==> src/hdl/k_weighted_loudness_meter_top_defines.svh <==
// Assertion macros for the loudness meter.
`ifndef K_WEIGHTED_LOUDNESS_METER_TOP_DEFINES_SVH
`define K_WEIGHTED_LOUDNESS_METER_TOP_DEFINES_SVH
`ifndef NO_ASSERTIONS
`define KWL_ASSERT_IMP(label, clk, rst_n, a, b) \
    label: assert property (@(posedge clk) disable iff (!rst_n) (a) |-> (b)) \
        else $error("assertion failed");
`define KWL_ASSERT_NEXT(label, clk, rst_n, a, b) \
    label: assert property (@(posedge clk) disable iff (!rst_n) (a) |=> (b)) \
        else $error("assertion failed");
`else
`define KWL_ASSERT_IMP(label, clk, rst_n, a, b)
`define KWL_ASSERT_NEXT(label, clk, rst_n, a, b)
`endif
`endif

==> src/hdl/kwl_pkg.sv <==
package kwl_pkg;
    localparam int WINDOW_BLOCKS_DEF = 30;
    localparam int SAMPLE_BITS_DEF = 24;
    localparam int COEF_W = 32;
    localparam int POW_W = 40;
    localparam int LEN_W = 16;
    localparam int CNT_W = 24;
    localparam int NUM_REGS = 8;
    localparam int IDX_W = 3;

    localparam logic [IDX_W-1:0] REG_SHELF_B0 = 3'd0;
    localparam logic [IDX_W-1:0] REG_SHELF_B1 = 3'd1;
    localparam logic [IDX_W-1:0] REG_SHELF_B2 = 3'd2;
    localparam logic [IDX_W-1:0] REG_SHELF_A1 = 3'd3;
    localparam logic [IDX_W-1:0] REG_SHELF_A2 = 3'd4;
    localparam logic [IDX_W-1:0] REG_HP_A1 = 3'd5;
    localparam logic [IDX_W-1:0] REG_HP_A2 = 3'd6;
    localparam logic [IDX_W-1:0] REG_BLOCK_LEN = 3'd7;

    // Datapath operations issued by the controller.
    typedef enum logic [3:0] {
        OP_NONE,
        OP_LOAD,
        OP_MAC,
        OP_FINISH,
        OP_SQUARE,
        OP_ENERGY,
        OP_DIV_INIT,
        OP_DIV_STEP,
        OP_DIV_TAKE,
        OP_WIN_UPDATE,
        OP_RESULT
    } op_t;

    typedef struct packed {
        op_t        op;
        logic [4:0] sel;
        logic       chan;
    } cmd_t;

    typedef struct packed {
        logic block_end;
        logic div_done;
    } status_t;
endpackage

==> src/hdl/kwl_ctrl.sv <==
module kwl_ctrl import kwl_pkg::*; (
    input  logic    clk,
    input  logic    rst_n,
    input  logic    in_valid,
    output logic    in_stall,
    output logic    out_valid,
    input  logic    out_stall,
    input  status_t status,
    output cmd_t    cmd
);
    typedef enum logic [10:0] {
        S_IDLE   = 11'b00000000001,
        S_MAC    = 11'b00000000010,
        S_FIN    = 11'b00000000100,
        S_SQ     = 11'b00000001000,
        S_EN     = 11'b00000010000,
        S_DINIT  = 11'b00000100000,
        S_DSTEP  = 11'b00001000000,
        S_DTAKE  = 11'b00010000000,
        S_WIN    = 11'b00100000000,
        S_RES    = 11'b01000000000,
        S_OUT    = 11'b10000000000
    } state_t;

    state_t     state_reg, state_next;
    logic [4:0] sel_reg, sel_next;
    logic       chan_reg, chan_next;
    logic       out_busy;

    always_ff @(posedge clk or negedge rst_n)
    begin
        if (!rst_n)
        begin
            state_reg <= S_IDLE;
            sel_reg   <= '0;
            chan_reg  <= 1'b0;
        end
        else
        begin
            state_reg <= state_next;
            sel_reg   <= sel_next;
            chan_reg  <= chan_next;
        end
    end

    assign out_busy  = (state_reg == S_OUT);
    assign out_valid = out_busy;
    assign in_stall  = (state_reg != S_IDLE);

    // Multiply slots per channel: five shelf terms then two high-pass terms.
    always_comb
    begin
        state_next = state_reg;
        sel_next   = sel_reg;
        chan_next  = chan_reg;
        cmd.op     = OP_NONE;
        cmd.sel    = sel_reg;
        cmd.chan   = chan_reg;
        unique case (state_reg)
            S_IDLE:
            begin
                if (in_valid)
                begin
                    cmd.op     = OP_LOAD;
                    state_next = S_MAC;
                    sel_next   = '0;
                    chan_next  = 1'b0;
                end
            end
            S_MAC:
            begin
                cmd.op = OP_MAC;
                if (sel_reg == 5'd4 || sel_reg == 5'd6)
                begin
                    state_next = S_FIN;
                end
                else
                begin
                    sel_next = sel_reg + 5'd1;
                end
            end
            S_FIN:
            begin
                cmd.op = OP_FINISH;
                if (sel_reg == 5'd4)
                begin
                    sel_next   = 5'd5;
                    state_next = S_MAC;
                end
                else if (!chan_reg)
                begin
                    chan_next  = 1'b1;
                    sel_next   = '0;
                    state_next = S_MAC;
                end
                else
                begin
                    state_next = S_SQ;
                    chan_next  = 1'b0;
                end
            end
            S_SQ:
            begin
                cmd.op = OP_SQUARE;
                if (chan_reg)
                begin
                    state_next = S_EN;
                end
                chan_next = ~chan_reg;
            end
            S_EN:
            begin
                cmd.op = OP_ENERGY;
                if (status.block_end)
                begin
                    state_next = S_DINIT;
                    chan_next  = 1'b0;
                end
                else
                begin
                    state_next = S_OUT;
                end
            end
            S_DINIT:
            begin
                cmd.op     = OP_DIV_INIT;
                state_next = S_DSTEP;
            end
            S_DSTEP:
            begin
                cmd.op = OP_DIV_STEP;
                if (status.div_done)
                begin
                    state_next = S_DTAKE;
                end
            end
            S_DTAKE:
            begin
                cmd.op = OP_DIV_TAKE;
                unique case (sel_reg)
                    5'd0:    begin sel_next = 5'd1; state_next = S_DINIT; end
                    5'd1:    begin sel_next = 5'd2; state_next = S_WIN; end
                    5'd2:    begin sel_next = 5'd3; state_next = S_DINIT; end
                    default: state_next = S_OUT;
                endcase
            end
            S_WIN:
            begin
                cmd.op     = OP_WIN_UPDATE;
                state_next = S_RES;
            end
            S_RES:
            begin
                cmd.op     = OP_RESULT;
                state_next = S_DINIT;
            end
            S_OUT:
            begin
                if (!out_stall)
                begin
                    state_next = S_IDLE;
                end
            end
            default: state_next = S_IDLE;
        endcase
        if (state_reg == S_EN && status.block_end)
        begin
            sel_next = '0;
        end
    end
endmodule

==> config.mk <==
export PLATFORM = sky130hd
export DESIGN_NAME = kwl_ctrl
export DESIGN_NICKNAME = d
export VERILOG_FILES = /design/src/hdl/k_weighted_loudness_meter_top_defines.svh /design/src/hdl/kwl_pkg.sv /design/src/hdl/kwl_ctrl.sv
export SDC_FILE = /design/constraint.sdc
export NUM_CORES = 1
export LEC_CHECK = 0
export BUFFER_PORTS_ARGS = -buffer_cell sky130_fd_sc_hd__buf_4
export CAP_MARGIN = 10
export CORE_MARGIN = 4
export CORE_UTILIZATION = 57
export CTS_CLUSTER_DIAMETER = 100
export DETAILED_ROUTE_END_ITERATION = 6
export GPL_ROUTABILITY_DRIVEN = 0
export PLACE_DENSITY = 0.79
export SETUP_SLACK_MARGIN = 0.1
export SYNTH_ARGS = -nofsm -noshare
export SYNTH_HDL_FRONTEND = slang
export SYNTH_SLANG_ARGS = --single-unit
==> constraint.sdc <==
create_clock -name clk -period 2.99 [get_ports clk]
set_input_delay 0.1495 -clock clk [delete_from_list [all_inputs] [get_ports clk]]
set_output_delay 0.1495 -clock clk [all_outputs]
set_load 0.03 [all_outputs]
; Yosys cells after proc, flatten, opt, wreduce, memory -nomap -nowiden
; Cells that the tools add are included.
[totals]
out_inout_bits = 12
ff_bits = 17
wordCells = 65
in_bits = 6
[op_classes]
bitwise_logic = 1
eq_ne = 27
addsub = 1
reduce_logical = 9
n_mux = 24
[ops]
columns = op, count
row1 = $pmux 11 s11, 1
row2 = $mux 11, 6
row3 = $pmux 4 s10, 1
row4 = $mux 5, 5
row5 = $pmux 11 s2, 1
row6 = $pmux 5 s4, 1
row7 = $pmux 5 s3, 1
row8 = $ne 2x2->1 const B, 7
row9 = $eq 11x1->1 const B, 1
row10 = $eq 11x10->1 const B, 1
row11 = $eq 11x11->1 const B, 1
row12 = $eq 11x2->1 const B, 1
row13 = $eq 11x3->1 const B, 1
row14 = $eq 11x4->1 const B, 1
row15 = $eq 11x5->1 const B, 1
row16 = $eq 11x6->1 const B, 1
row17 = $eq 11x7->1 const B, 1
row18 = $eq 11x8->1 const B, 1
row19 = $eq 11x9->1 const B, 1
row20 = $ne 11x1->1 const B, 1
row21 = $eq 5x3->1 const B, 2
row22 = $reduce_and 5->1, 2
row23 = $mux 4, 2
row24 = $ne 3x3->1 const B, 2
row25 = 15 further kinds, 19

; Depth between registers and ports, before layout
; Gate-level depths: netlist of the first run.
[logic_depth]
depth_word = 5
mapped_depth = 8
mapped_depth_nobuf = 8

; Least setup slack after synthesis of the first run
; Ideal clock, no wire load.
[synth_path]
kind = reg-to-output
startpoint = register state_reg[2]
endpoint = output cmd[7] (netlist bit)
required_ns = 2.841
path_buffers = 2
arrival_ns = 2.655
stages_incl_launch_ff = 6
slack_ns = 0.186
path_cell_list = dfrtp_1 > clkbuf_1 > or4_1 > clkbuf_1 > or3_1 > o311ai_0
[synth_rtl]
columns = item, line_no
row1 = start: declaration, kwl_ctrl.sv:25  ; state_t state_reg, state_next;
row2 = start signal: assignment, kwl_ctrl.sv:40  ; state_reg <= state_next;
row3 = end: declaration, kwl_ctrl.sv:9  ; output cmd_t cmd

==> results of run 1 <==
==> cell families after synthesis <==
| family | share of synthesized area (%) |
|---|---|
| AND/OR/NAND/NOR | 41.1 |
| AO/OA/AOI/OAI | 13.6 |
| buffers and inverters | 6.78 |
| flip-flops | 30.0 |
| XOR/XNOR | 3.08 |
| adder cells (fa/ha/maj) | 3.52 |
| multiplexers | 1.85 |
==> routing by layer <==
metal,share of wire [%],global-route usage [%],vias to the layer above,wire length (um)
li1,-,-,630,-
met1,43,32.6,655,1560
met2,46,34.7,69,1670
met3,7.0,4.45,14,253
met4,3.2,11.3,0,114
met5,0,0,-,0
==> through the flow <==
step | total power, mW | hold slack, ps
after floorplan | 0.736 | -146
after global placement | 0.860 | 26.6
after detailed placement | 0.881 | 28.9
after CTS | 1.01 | 92.8
after global routing | 1.09 | 104
final | 1.02 | 88.8
==> Yosys cell counts, drive strengths merged, types with 3 or more instances <==
library cell | number | area share, %
a21oi | 5 | 1.8
and3 | 3 | 1.3
buf | 6 | 3.6
clkbuf | 6 | 1.6
dfrtp | 16 | 28
ha | 4 | 3.5
inv | 6 | 1.6
nand2 | 8 | 2.3
nand2b | 5 | 2.2
nand3 | 11 | 3.9
nand4 | 3 | 1.3
nor2 | 12 | 3.2
nor2b | 3 | 1.3
nor3 | 9 | 3.9
nor4 | 4 | 3.3
nor4b | 5 | 3.1
o21ai | 13 | 4.6
or3 | 3 | 1.3
or3b | 3 | 1.8
or4 | 5 | 2.9
xnor2 | 3 | 1.8
==> cell type report <==
cell class	instances	share of cell area [%]
inverters	6	1.44
clock buffers	4	1.68
repair buffers	20	9.78
well taps	28	2.24
multi-input cells	129	57.5
flip-flops and latches	17	27.3
==> path summary, 6_finish.rpt <==
| kind | end | slack, ps | cells after the start | start |
|---|---|---|---|---|
| worst max-delay path | cmd[7] | 290 | 4 | state_reg[1] |
| worst min-delay path | state_reg[10] | 90 | 2 | status[1] |
| worst max register to register | sel_reg[1] | 510 | 6 | state_reg[1] |
| worst min register to register | state_reg[6] | 610 | 1 | state_reg[4] |
| max in group asynchronous | state_reg[0] | 2490 | 2 | rst_n |
| min in group asynchronous | state_reg[10] | 240 | 2 | rst_n |
==> power groups by stage <==
stage,registers [mW],clock network (mW),logic [mW]
after floorplan,0.312,0,0.424
after global placement,0.329,0,0.531
after detailed placement,0.334,0,0.547
after CTS,0.329,0.134,0.550
after global routing,0.338,0.143,0.608
final,0.333,0.133,0.554
==> out/metrics.csv, run 1 <==
metric;value;unit
FF+latch count, synth;17;
clock power share;13.0;%
die width;57.9;um
setup tns final;0;ps
footprint of the multi-input gates;898;um2
Max Fclk;370;MHz
DP Cell Count;199;
DRC;0;
number of hold buffers added after CTS;1;
post-CTS setup repair buffer count;0;
H-tree Lvls;1;
fill count;187;
# diodes;0;
required time worst endpoint;2840;ps
Die ar.;3360;um2
vias in the first global route;1322;
WL final;3.60;mm
syn nets;174;
Post-synth EDFFs;0;
Buf/Inv on CP;1;
Final Non-Filler Cells;204;
post-route core utilization;68.0;%
Mapped Cells;164;
crit path max fanout;12;
Internal;0.547;mW
average instance area after synthesis;8.67;um2
Slowest cell on crit path;or4_1;
worst skew pair latency;300;ps
CTS sink cnt;17;
Final setup viols;0;
TritonRoute pass-1 iters;4;
max-slew violations;0;
Hold Path Class;primary input to flip-flop;
max cap viols;0;
Synth warnings;0;
Antenna Nets Post-Route;0;
ys flop type;dfrtp_1;
critical path type;flip-flop to primary output;
register area;427;um2
most common cell after layout, fill and taps aside;buf_4;
final setup margin;289;ps
Final #Nets;187;
initial antenna violation count;0;
first-pass GRT wire length;6.13;mm
Max-slew headroom;55.6;%
Period Utilization, post-route;90.3;%
pre-CTS WS;529;ps
commonest non-fill, non-tap cells in the layout;buf_4 (19), dfrtp_1 (16), o21ai_0 (13), nor2_1 (12), nand3_1 (11);
IO Pins;18;
NetSw;0.473;mW
CTS root buf;clkbuf_4;
fraction of registers with async set/reset;100;%
grt ovf;0;
Clock Skew;3.90;ps
cts repair resizes;0;
PwrDens;653;nW/um2
worst stage delay on the critical path;700;ps
WL per Instance;17.6;um
Flop pwr share;32.6;%
clock slew at reported path FFs;110;ps
Largest register FFs;11;
sequential cell area fraction in the yosys report;30.0;%
mapped cell area;1420;um2
switch share;46.4;%
clock buffer count from CTS;3;
crit path time final;2700;ps
Gate power share;54.4;%
Iter 0 DRT Violations;80;
CTS tree;built;
Core Region;2300;um2
outcome;complete, no violations;
post-DP HPWL;2.74;mm
RSZ-0062 raised after global routing;no;
placed cell area;1530;um2
largest net degree at the start of global routing;18;
worst path arrival time;2550;ps
CP Launch Type;flip-flop;
Worst Tran Pin Value;660;ps
crit-path cells;or4_1, or3_1, o311ai_0, buf_4;
Starting Density;61.9;%
Clock Tree Buf Depth;2;
synth unique cells;53;
endpoints failing hold;0;
Design Area, Final;1560;um2
area grow syn2layout;9.86;%
Pleak;0.683;nW
# port buffers;17;
Core Rows;17;
Top delay family on crit path;simple AND/OR/NAND/NOR gates;
Die Ht;57.9;um
share of cells above drive strength 1;22.2;%
via count;1368;
Peak VDD IR;423;uV
Via density;6.71;
All-Layer GR Usage;23.4;%
Setup crit end kind;primary output;
Power figures use the tool's default switching activity.
==> inputs of run 2 (changes only) <==
- clock period: 2.99 -> 3.04 ns (I/O delays scaled with it)
==> run 2 against run 1 <==
Global-route usage shrank 0.95 points. Utilization shrank 0.27 points. Setup slack gained 80 ps. Cell count shrank 0.49%. Critical path type unchanged. Largest cell class unchanged.
==> out/metrics.csv, run 2 (synthesized netlist as in run 1, its figures left out) <==
metric;value;unit;change
outcome;complete, no violations;;
via count;1335;;-2.4%
CP Launch Type;flip-flop;;
Clock Tree Buf Depth;2;;unchanged
Power Total;1.00;mW;-1.9%
grt ovf;0;;unchanged
fill count;191;;+2.1%
crit-path cells;or4_1, or3_1, o311ai_0, buf_4;;
Period Utilization, post-route;87.9;%;
commonest non-fill, non-tap cells in the layout;buf_4 (18), dfrtp_1 (16), o21ai_0 (13), nor2_1 (12), nand3_1 (11);;
crit path max fanout;12;;unchanged
Setup crit start;state_reg[1];;
Setup crit end kind;primary output;;
hold_sp;status[1];;
R2R Setup Slk;540;ps;+30 ps
share of cells above drive strength 1;22.3;%;+0.13 points
most common cell after layout, fill and taps aside;buf_4;;
CTS root buf;clkbuf_4;;
Antenna Nets Post-Route;0;;unchanged
Max-slew headroom;54.0;%;-1.6 points
placed cell area;1520;um2;-0.49%
Final #Nets;186;;-0.53%
Hold Path Class;primary input to flip-flop;;
DRC;0;;unchanged
worst path arrival time;2520;ps;-30 ps
max-slew violations;0;;unchanged
IO Pins;18;;unchanged
worst stage delay on the critical path;720;ps;+20 ps
post-CTS setup repair buffer count;0;;unchanged
CTS tree;built;;
area grow syn2layout;9.42;%;
setup tns final;0;ps;unchanged
Buf/Inv on CP;1;;unchanged
reg2reg start;state_reg[1];;
# diodes;0;;unchanged
required time worst endpoint;2890;ps;+50 ps
RSZ-0062 raised after global routing;no;;
Core Rows;17;;unchanged
Slowest cell on crit path;or4_1;;
Via density;6.58;;-1.9%
PwrDens;643;nW/um2;-1.5%
first-pass GRT wire length;5.89;mm;-3.8%
worst skew pair latency;300;ps;about the same
Worst Tran Pin Value;684;ps;+24.1 ps
Peak VDD IR;507;uV;+20%
vias in the first global route;1290;;-2.4%
Die ar.;3360;um2;unchanged
endpoints failing hold;0;;unchanged
WL final;3.56;mm;-0.97%
Max Fclk;374;MHz;
Clock Skew;6.42;ps;+2.52 ps
Pleak;0.680;nW;-0.40%
Design Area, Final;1560;um2;-0.40%
die width;57.9;um;unchanged
WL per Instance;17.5;um;-0.49%
post-DP HPWL;2.69;mm;-1.9%
Largest register FFs;11;;unchanged
max cap viols;0;;unchanged
H-tree Lvls;1;;unchanged
crit path time final;2670;ps;
initial antenna violation count;0;;unchanged
clock slew at reported path FFs;120;ps;about the same
CTS sink cnt;17;;unchanged
Core Region;2300;um2;unchanged
Die Ht;57.9;um;unchanged
critical path type;flip-flop to primary output;;
Final setup viols;0;;unchanged
All-Layer GR Usage;22.5;%;-0.95 points
Top delay family on crit path;simple AND/OR/NAND/NOR gates;;
TritonRoute pass-1 iters;5;;+1
clock buffer count from CTS;3;;unchanged
largest net degree at the start of global routing;18;;unchanged
Iter 0 DRT Violations;77;;-3.8%
cts repair resizes;0;;unchanged
Starting Density;61.9;%;unchanged
# port buffers;17;;unchanged
-- run 2: worst paths after layout --
| path | end | depth (start not counted) |
|---|---|---|
| worst min-delay path | state_reg[10] | 2 |
| min in group asynchronous | sel_reg[4] | 2 |
| max in group asynchronous | state_reg[0] | 2 |
| worst max register to register | state_reg[0] | 6 |
| worst min register to register | chan_reg | 1 |
| worst max-delay path | cmd[7] | 4 |
-- run 2: power breakdown --
group | internal [mW] | switching, mW
clock network | 0.0491 | 0.0841
registers | 0.257 | 0.0679
logic | 0.230 | 0.312
total | 0.536 | 0.464
-- run 2: per-stage QoR --
step	worst slack, ps	util (%)	cells	hold WS, ps
2_1_floorplan	233	-	164	-144
3_3_place_gp	612	66.1	198	28.9
3_5_place_dp	592	66.1	198	33.3
4_1_cts	382	67.7	203	90.8
5_1_grt	255	67.7	203	97.9
6_report	369	67.7	203	87.9
-- run 2: layer usage --
metal | vias up | track usage, % | share of wire (%)
li1 | 631 | - | -
met2 | 62 | 36.6 | 48
met3 | 12 | 4.68 | 7.0
met5 | - | 0 | 0
met4 | 0 | 9.60 | 1.7
met1 | 630 | 28.7 | 43
-- run 2: cell type report --
class	instances	area, um2	share of cell area, %
Clock buffer	3	22.5	1.45
Clock inverter	1	5.00	0.322
Inverter	6	22.5	1.45
Multi-Input combinational cell	129	898	57.8
Sequential cell	17	427	27.4
Tap cell	28	35.0	2.25
Timing Repair Buffer	19	145	9.33
-- run 2: worst reg2reg max path, delay by kind of cell (launching register included) --
kind | cells | cell delay, ps
and+or+nand+nor | 5 | 1560
DFF | 1 | 530
muxes | 1 | 360
-- run 2: timing repair --
item / 4_1_cts / 5_1_grt
hold buffers: 1 / 0
hold endpoints to repair: 17 / 0
setup endpoints to repair: 0 / 0
